$ cat src/design/midi_sw_pkg.sv
// ----------------------------------------------------------------------------
// MIDI switcher control parser package
// Byte codes, controller numbers, parse phase codes and result word layout.
// ----------------------------------------------------------------------------
package midi_sw_pkg;

	localparam int unsigned ByteW   = 8;
	localparam int unsigned SourceW = 9;
	localparam int unsigned PhaseW  = 3;
	localparam int unsigned BusW    = 2;
	localparam int unsigned ResultW = 32;

	// status bytes
	localparam logic [ByteW-1:0] ST_SYSEX_START = 8'hF0;
	localparam logic [ByteW-1:0] ST_SYSEX_END   = 8'hF7;
	localparam logic [ByteW-1:0] ST_CTRL_CHANGE = 8'hB0;
	localparam logic [ByteW-1:0] ST_PGM_CHANGE  = 8'hC0;

	// controller numbers
	localparam logic [ByteW-1:0] CC_BUS_SELECT = 8'h00;
	localparam logic [ByteW-1:0] CC_FADER      = 8'h12;
	localparam logic [ByteW-1:0] CC_BANK_LSB   = 8'h20;

	localparam logic [ByteW-1:0] FADER_LOW  = 8'd0;
	localparam logic [ByteW-1:0] FADER_HIGH = 8'd127;

	// parse phases
	localparam logic [PhaseW-1:0] PH_IDLE  = 3'd0;
	localparam logic [PhaseW-1:0] PH_SYSEX = 3'd1;
	localparam logic [PhaseW-1:0] PH_CCNUM = 3'd2;
	localparam logic [PhaseW-1:0] PH_CCVAL = 3'd3;
	localparam logic [PhaseW-1:0] PH_PGM   = 3'd4;

	// bus selection
	localparam logic [BusW-1:0] BUS_PROGRAM = 2'd0;
	localparam logic [BusW-1:0] BUS_PRESET  = 2'd1;
	localparam logic [BusW-1:0] BUS_NONE    = 2'd2;

	localparam logic [SourceW-1:0] PROGRAM_RESET = 9'd1;
	localparam logic [SourceW-1:0] PRESET_RESET  = 9'd2;

	typedef struct packed {
		logic [ResultW-30:0]  pad;
		logic                 unknown_status;
		logic                 program_cut;
		logic                 swapped;
		logic [ByteW-1:0]     fader_level;
		logic [SourceW-1:0]   preset_source;
		logic [SourceW-1:0]   program_source;
	} result_t;

endpackage

$ cat src/design/midi_switcher_control_parser_unit.sv
// ----------------------------------------------------------------------------
// MIDI switcher control parser
// Parses a MIDI byte stream and tracks program/preset sources of a switcher.
// ----------------------------------------------------------------------------
// Each input word is one MIDI byte; each accepted byte yields exactly one
// result word holding the program and preset source numbers, the fader level
// and three event flags, as they stand after that byte. Rate is one byte per
// clock while the consumer keeps up: the parse phase and switcher registers
// and the output result register all load at the edge that accepts a byte. The
// input stays ready while that register is empty or being drained, so a
// stalled consumer holds off only the next byte. System-exclusive bytes are
// skipped up to 0xF7, 0xB0 takes a controller number and value (controller 0
// picks the bus for program changes, 0x12 is the fader that swaps program and
// preset on reaching a new end, 0 or 127), 0xC0 takes a source byte that sets
// the selected bus to byte plus 1. Any other byte seen while idle sets the
// unknown-status flag. Argument bytes are taken whatever their value.
module midi_switcher_control_parser_unit (
	input  logic                             clk,
	input  logic                             arst_n,
	input  logic                             s_tvalid,
	output logic                             s_tready,
	input  logic [midi_sw_pkg::ByteW-1:0]    s_tdata,   // [7:0] data_byte
	output logic                             m_tvalid,
	input  logic                             m_tready,
	// [8:0] program_source, [17:9] preset_source, [25:18] fader_level,
	// [26] swapped, [27] program_cut, [28] unknown_status, [31:29] zero
	output logic [midi_sw_pkg::ResultW-1:0]  m_tdata
);
	import midi_sw_pkg::*;

	logic [PhaseW-1:0]  phase_q, phase_d;
	logic [ByteW-1:0]   ctrl_num_q, ctrl_num_d;
	logic [BusW-1:0]    bus_q, bus_d;
	logic [SourceW-1:0] program_q, program_d;
	logic [SourceW-1:0] preset_q, preset_d;
	logic [ByteW-1:0]   fader_q, fader_d;
	logic [ByteW-1:0]   swap_end_q, swap_end_d;
	logic               swap_d, cut_d, unknown_d;
	logic               to_low, to_high;
	logic [SourceW-1:0] new_source;

	result_t result_q;
	logic    out_valid_q;
	logic    in_acc;

	// take a byte whenever the result register is free or draining
	assign s_tready = !out_valid_q || m_tready;
	assign in_acc   = s_tvalid && s_tready;

	assign to_low     = (fader_q != FADER_LOW) && (s_tdata == FADER_LOW);
	assign to_high    = (s_tdata == FADER_HIGH) && (fader_q < FADER_HIGH);
	assign new_source = {1'b0, s_tdata} + SourceW'(1);

	// next state for one byte
	always_comb begin
		phase_d    = phase_q;
		ctrl_num_d = ctrl_num_q;
		bus_d      = bus_q;
		program_d  = program_q;
		preset_d   = preset_q;
		fader_d    = fader_q;
		swap_end_d = swap_end_q;
		swap_d     = 1'b0;
		cut_d      = 1'b0;
		unknown_d  = 1'b0;
		unique case (phase_q)
			PH_SYSEX: begin
				// skip until end of exclusive
				if (s_tdata == ST_SYSEX_END) begin
					phase_d = PH_IDLE;
				end
			end
			PH_CCNUM: begin
				ctrl_num_d = s_tdata;
				phase_d    = PH_CCVAL;
			end
			PH_CCVAL: begin
				phase_d = PH_IDLE;
				if (ctrl_num_q == CC_BUS_SELECT) begin
					if (s_tdata == 8'd0) begin
						bus_d = BUS_PROGRAM;
					end else if (s_tdata == 8'd1) begin
						bus_d = BUS_PRESET;
					end else begin
						bus_d = BUS_NONE;
					end
				end else if (ctrl_num_q == CC_FADER) begin
					// swap only on reaching a fresh end of travel
					if (s_tdata != swap_end_q && (to_low || to_high)) begin
						program_d  = preset_q;
						preset_d   = program_q;
						swap_end_d = s_tdata;
						swap_d     = 1'b1;
					end
					fader_d = s_tdata;
				end
				// bank select and other controllers: drop
			end
			PH_PGM: begin
				phase_d = PH_IDLE;
				if (bus_q == BUS_PROGRAM) begin
					program_d = new_source;
					cut_d     = 1'b1;
				end else if (bus_q == BUS_PRESET) begin
					preset_d = new_source;
				end
			end
			default: begin
				// idle, and any unused phase code behaves as idle
				phase_d = PH_IDLE;
				if (s_tdata == ST_SYSEX_START) begin
					phase_d = PH_SYSEX;
				end else if (s_tdata == ST_CTRL_CHANGE) begin
					phase_d = PH_CCNUM;
				end else if (s_tdata == ST_PGM_CHANGE) begin
					phase_d = PH_PGM;
				end else begin
					unknown_d = 1'b1;
				end
			end
		endcase
	end

	// parser and switcher state
	always_ff @(posedge clk or negedge arst_n) begin
		if (!arst_n) begin
			phase_q    <= PH_IDLE;
			ctrl_num_q <= '0;
			bus_q      <= BUS_PROGRAM;
			program_q  <= PROGRAM_RESET;
			preset_q   <= PRESET_RESET;
			fader_q    <= '0;
			swap_end_q <= '0;
		end else if (in_acc) begin
			phase_q    <= phase_d;
			ctrl_num_q <= ctrl_num_d;
			bus_q      <= bus_d;
			program_q  <= program_d;
			preset_q   <= preset_d;
			fader_q    <= fader_d;
			swap_end_q <= swap_end_d;
		end
	end

	// result register: valid flag
	always_ff @(posedge clk or negedge arst_n) begin
		if (!arst_n) begin
			out_valid_q <= 1'b0;
		end else if (s_tready) begin
			out_valid_q <= s_tvalid;
		end
	end

	// result register: payload, loaded with the state after this byte
	always_ff @(posedge clk) begin
		if (in_acc) begin
			result_q.pad            <= '0;
			result_q.unknown_status <= unknown_d;
			result_q.program_cut    <= cut_d;
			result_q.swapped        <= swap_d;
			result_q.fader_level    <= fader_d;
			result_q.preset_source  <= preset_d;
			result_q.program_source <= program_d;
		end
	end

	assign m_tvalid = out_valid_q;
	assign m_tdata  = result_q;

	// at most one event flag per result word
	a_flags_onehot0: assert property (@(posedge clk) disable iff (!arst_n)
		m_tvalid |-> $onehot0({result_q.swapped, result_q.program_cut,
			result_q.unknown_status}))
		else $error("more than one event flag in a result word");

	// a swap exchanges the two sources
	a_swap_exchanges: assert property (@(posedge clk) disable iff (!arst_n)
		in_acc && swap_d |=> program_q == $past(preset_q) && preset_q == $past(program_q))
		else $error("swap did not exchange program and preset");

	// a cut loads program with the byte plus one
	a_cut_value: assert property (@(posedge clk) disable iff (!arst_n)
		in_acc && cut_d |=> program_q == {1'b0, $past(s_tdata)} + SourceW'(1))
		else $error("program cut loaded a wrong source");

	// exclusive start in idle enters the skip phase
	a_sysex_enter: assert property (@(posedge clk) disable iff (!arst_n)
		in_acc && phase_q == PH_IDLE && s_tdata == ST_SYSEX_START |=> phase_q == PH_SYSEX)
		else $error("sysex start did not enter skip phase");

endmodule

$ cat config.mk
export PLATFORM = sky130hd
export DESIGN_NAME = midi_switcher_control_parser_unit
export DESIGN_NICKNAME = d
export VERILOG_FILES = /design/src/design/midi_sw_pkg.sv /design/src/design/midi_switcher_control_parser_unit.sv
export SDC_FILE = /design/constraint.sdc
export NUM_CORES = 1
export LEC_CHECK = 0
export ABC_AREA = 1
export BUFFER_PORTS_ARGS = -buffer_cell sky130_fd_sc_hd__buf_2
export CORE_MARGIN = 2
export CORE_UTILIZATION = 53
export CTS_CLUSTER_DIAMETER = 30
export CTS_CLUSTER_SIZE = 20
export DETAILED_ROUTE_END_ITERATION = 10
export PLACE_DENSITY = 0.78
export SLEW_MARGIN = 20
export SYNTH_ARGS = -nofsm -noshare
export SYNTH_HDL_FRONTEND = slang
export SYNTH_SLANG_ARGS = --single-unit
$ cat constraint.sdc
create_clock -name clk -period 1.6 [get_ports clk]
set_clock_uncertainty 0.15 [all_clocks]
set_input_delay 0.48 -clock clk [delete_from_list [all_inputs] [get_ports clk]]
set_output_delay 0.48 -clock clk [all_outputs]
set_load 0.01 [all_outputs]
Word-level counts from Yosys, hierarchy flattened:

Index checks and enable logic that the tools add are counted.

* register bits: 77
* word-level logic and storage cells: 75
* output and inout bits: 34

* $lt $le $gt $ge: 1
* mux-type cells: 24
* reduce and logical (&&, ||, !) cells: 18
* $add $sub $neg: 1
* equality and inequality tests: 14
* bitwise gates (word level): 3

Operators by type and width (number)
* $mux W9: 9
* $pmux W9 S2: 2
* $eq A8 B8 Y1 const B: 4
* $mux W8: 3
* $logic_not A8 Y1: 2
* $mux W3: 4
* $add A8 B1 Y9 const B: 1
* $pmux W3 S3: 1
* $eq A8 B1 Y1 const B: 1
* $eq A8 B5 Y1 const B: 1
* $eq A8 B7 Y1 const B: 1
* $lt A8 B7 Y1 const B: 1
* $ne A8 B8 Y1: 1
* $reduce_bool A8 Y1: 1
* $eq A3 B2 Y1 const B: 2
* $reduce_or A6 Y1: 1
* $reduce_and A5 Y1: 1
* $logic_and A1 B1 Y1: 4
* $mux W2: 2
* $reduce_and A2 Y1: 2
* $eq A3 B1 Y1 const B: 1
* $eq A3 B3 Y1 const B: 1
* $mux W1: 3
* $not A1 Y1: 3
* 8 further kinds: 9

Logic depth before layout (Yosys ltp):

* word-level depth: 8
* mapped depth: 14

Worst setup path before layout:

Ideal clock, no wire load.

* path type: input-to-reg
* start point: input m_tready
* end point: register result_q (netlist bit m_tdata[0]) (enable)
* setup slack: -0.392 ns
* arrival: 1.466 ns
* cell stages on the path: 5
* cell sequence: inv_1 nand2_1 nand2_1 inv_1 buf_2

* cells in the longest elaborated chain, start to end: 2

RTL lines
* start, declared: line midi_switcher_control_parser_unit.sv:24 `input logic m_tready,`
* $logic_or A1 B1 Y1: line midi_switcher_control_parser_unit.sv:47 `assign s_tready = !out_valid_q || m_tready;`
* via s_tready: line midi_switcher_control_parser_unit.sv:21 `output logic s_tready,`
* $logic_and A1 B1 Y1: line midi_switcher_control_parser_unit.sv:48 `assign in_acc = s_tvalid && s_tready;`
* via in_acc: line midi_switcher_control_parser_unit.sv:44 `logic in_acc;`
* end, declared: line midi_switcher_control_parser_unit.sv:42 `result_t result_q;`

The timed path passes the listed nets, and every way through them passes these cells.
A chain may end at the register's enable or synchronous reset.

Worst setup path after layout:

* start point: register swap_end_q[2]
* end point: register result_q (netlist bit m_tdata[14]) (data pin)

* cells in the longest elaborated chain, start to end: 6

RTL lines
* start, declared: line midi_switcher_control_parser_unit.sv:37 `logic [ByteW-1:0] swap_end_q, swap_end_d;`
* start signal, assigned: line midi_switcher_control_parser_unit.sv:141 `swap_end_q <= swap_end_d;`
* $ne A8 B8 Y1: line midi_switcher_control_parser_unit.sv:89 `if (s_tdata != swap_end_q && (to_low || to_high)) begin`
* $logic_and A1 B1 Y1: line midi_switcher_control_parser_unit.sv:89
* $mux W9: line midi_switcher_control_parser_unit.sv:89
* $mux W9: line midi_switcher_control_parser_unit.sv:87 `end else if (ctrl_num_q == CC_FADER) begin`
* $mux W9: line midi_switcher_control_parser_unit.sv:79 `if (ctrl_num_q == CC_BUS_SELECT) begin`
* $pmux W9 S2: line midi_switcher_control_parser_unit.sv:66 `unique case (phase_q)`
* via preset_d[5]: line midi_switcher_control_parser_unit.sv:35 `logic [SourceW-1:0] preset_q, preset_d;`

The timed path passes the listed nets, and every way through them passes these cells.

==> impl_metrics.py <==
metrics = {
    "floorplan": {
        "num_io_pins": 46,
        "core_area_mm2": 0.00761,
        "die_h_um": 92.0,
        "die_area_mm2": 0.00846,
        "rows": 32,
        "initial_core_util": 0.539,
        "die_x_um": 92.0,
    },
    "clock_tree": {
        "cts_root_buf": "clkbuf_8",
        "path_clk_slew_ns": 0.08,
        "cts_tree": "done",
        "cts_made_buffers": 9,
        "clockBufferDepth": 2,
        "h-tree-depth": 3,
        "insertion_delay_ns": 0.36,
        "numClockSinks": 77,
    },
    "critical_path": {
        "worst_setup_path_end_kind": "flip-flop",
        "critPathKind": "flip-flop to flip-flop",
        "crit_path_frequent_cell": "nand2_1",
        "worstPathArrival_ns": 1.87,
        "cp_max_fo": 5,
        "critPathRequiredTime_ns": 1.54,
        "slowest_delay_ns": 0.41,
        "worstPathCellList": "inv_2 -> nand2_1 -> nand2_1 -> nand2_2 -> nor2_4 -> nand2_4 -> buf_4 -> nand3_1 -> nor2_4 -> nand2_1 -> nand3b_1",
        "start_kind": "flip-flop",
        "slowest_stage": "dfrtp_1",
    },
    "sta": {
        "fin_crit_sh": 1.21,
        "slew_violations": 0,
        "setup_ws_ns": -0.332,
        "fmax_mhz": 518,
        "setup_viol": 65,
        "min_period_ns": 1.93,
        "rsz0062_at_grt": "true",
        "finalHoldViolations": 0,
    },
    "detailed_routing": {
        "num_vias": 4310,
        "wl_per_cell_um": 17.8,
        "drt_iter0_drc": 371,
        "routed_via_density": 5.77,
        "drc_errors": 0,
        "ant_nets": 0,
        "drtPass1Iterations": 6,
        "routed_wl_mm": 13.3,
    },
    "grt": {
        "grt_pass1_wl_mm": 18.7,
        "grt_overflow_total": 0,
        "grt_antenna_before_repair": 0,
        "grt_max_degree": 49,
        "grt_pass1_vias": 3933,
        "grtUsageTotal": 0.282,
    },
    "power_and_ir_drop": {
        "swShare": 0.367,
        "power.leakage_nw": 2.95,
        "p_per_area_mw_per_mm2": 1210,
        "netSwitchingPower_mw": 2.68,
        "p_seq_frac": 0.384,
        "clkPwrFrac": 0.226,
        "p_total_mw": 7.31,
        "combPwrFrac": 0.390,
        "p_int_mw": 4.62,
        "irDropWorstVdd_mv": 0.679,
    },
    "logic_synthesis": {
        "synth-edff-count": 29,
        "synthFlopType": "dfrtp_1",
        "async_flop_share": 0.623,
        "yosys_warnings": 0,
        "yosysUniqueCellTypes": 37,
        "ys_seq_elements": 77,
        "syn_area_mm2": 0.00410,
        "syn_area_per_cell_um2": 8.16,
        "synth-seq-area-share": 0.506,
        "syn_inst": 503,
    },
    "final_layout": {
        "final_area_mm2": 0.00602,
        "drive_gt1_frac": 0.456,
        "syn_to_final_growth_pct": 46.7,
        "diodes": 0,
        "num-nets-final": 655,
        "fillers": 424,
    },
    "placement": {
        "place_congestion": 0.959,
        "place_area_mm2": 0.00507,
        "dp_hpwl_mm": 7.19,
        "port_buffers": 42,
    },
    "run_status": {
        "status": "complete, but fails checks",
        "violations": "negative setup slack",
    },
    "min_path": {
        "hp-class": "input port to flip-flop",
    },
    "flow_run": {
        "max_cap_violations": 0,
    },
}
## state kept, by name (all words and copies together) (netlist names)
register and flops:
bus_q 2, ctrl_num_q 8, fader_q 8, m_tdata 29, m_tvalid 1, phase_q 3, preset_q 9, program_q 9
swap_end_q 8
## final timing paths
| kind | start | end | slack [ns] | cells after the start |
|---|---|---|---|---|
| setup / recovery | swap_end_q[2] | m_tdata[14] | -0.33 | 11 |
| hold / removal | s_tdata[1] | swap_end_q[1] | 0.26 | 3 |
| setup reg to reg | swap_end_q[2] | m_tdata[14] | -0.33 | 11 |
| hold reg to reg | program_q[0] | program_q[0] | 0.35 | 2 |
| max in group asynchronous | arst_n | program_q[0] | 0.53 | 3 |
| min in group asynchronous | arst_n | swap_end_q[0] | 0.48 | 3 |
## cells in the mapped netlist, types with 5 or more instances
cell,number,area [µm²]
buf_2,5,25.0
buf_6,5,56.3
nand4_1,6,37.5
dfrtp_1,46,1150
edfxtp_1,29,871
inv_1,50,188
o22ai_1,5,31.3
clkbuf_1,6,22.5
nand3_1,32,160
nor2_1,33,124
a21oi_1,10,50.1
nand2_1,181,679
o21bai_2,7,78.8
o21ai_0,34,170
o21ai_1,7,35.0
## layout make-up
type | instances | area, µm² | share of cell area
Multi-Input combinational cell | 355 | 2260 | 0.376
Sequential cell | 77 | 2070 | 0.345
Timing Repair Buffer | 143 | 1110 | 0.184
Inverter | 54 | 225 | 0.0374
Clock buffer | 12 | 145 | 0.0241
Tap cell | 102 | 128 | 0.0212
Clock inverter | 4 | 72.6 | 0.0121
## cell usage in the layout (no fill, tap or decap), types with 5 or more instances in the layout
cell	instances
nand2_1	140
buf_4	89
dfrtp_1	46
inv_1	37
buf_2	37
nand2_2	32
edfxtp_1	29
o21ai_0	24
nand3_2	19
nor2_1	14
nor2_4	12
nand3_1	12
inv_2	11
nor2_2	11
nand2_4	11
o21ai_2	10
a21oi_1	10
clkbuf_8	10
nand4_1	6
o21ai_1	6
buf_6	6
buf_12	6
o22ai_1	5
o21bai_2	5
## critical path, delay by kind of cell (launching register included)
family | cells | cell delay [ns]
simple gates | 9 | 0.90
flops | 1 | 0.41
buf+inv | 2 | 0.20
## per-layer routing
metal	vias up	share of wire	track usage
li1	1905	-	-
met1	2040	0.38	0.356
met2	297	0.49	0.464
met3	68	0.082	0.0641
met4	0	0.050	0.128
met5	-	0	0
## through the flow
stage,instances,TNS [ns],hold WS (ns),util,worst slack (ns)
global placement,702,-27.21,0.317,0.667,-0.602
floorplan,505,-9.35,0.0344,-,-0.284
finish,747,-13.09,0.258,0.791,-0.332
global route,747,-17.28,0.277,0.791,-0.396
detailed placement,702,-30.65,0.336,0.667,-0.619
CTS,731,-9.45,0.269,0.736,-0.233
## cells by family after synthesis
logic type | share of synthesized area
buf+inv | 0.0820
other cells | 0.000914
fa+ha+maj | 0.00915
flops | 0.506
simple gates | 0.281
xor+xnor | 0.0149
compound gates | 0.106
## power groups by stage
stage | Sequential [mW] | Combinational, mW | Clock, mW
4_1_cts | 2.78 | 2.25 | 1.64
3_5_place_dp | 2.80 | 1.94 | 0
5_1_grt | 2.84 | 3.02 | 1.74
3_3_place_gp | 2.79 | 1.88 | 0
6_report | 2.81 | 2.85 | 1.65
2_1_floorplan | 2.82 | 1.09 | 0
## timing repair
item	4_1_cts	5_1_grt
hold endpoints to repair	46	0
gates cloned	2	1
resized for setup	57	82
hold buffers	1	0
endpoints found under the setup margin	68	74
pin swaps	14	34
setup buffers	10	16
No activity file was read; power rests on OpenSTA's default activity.
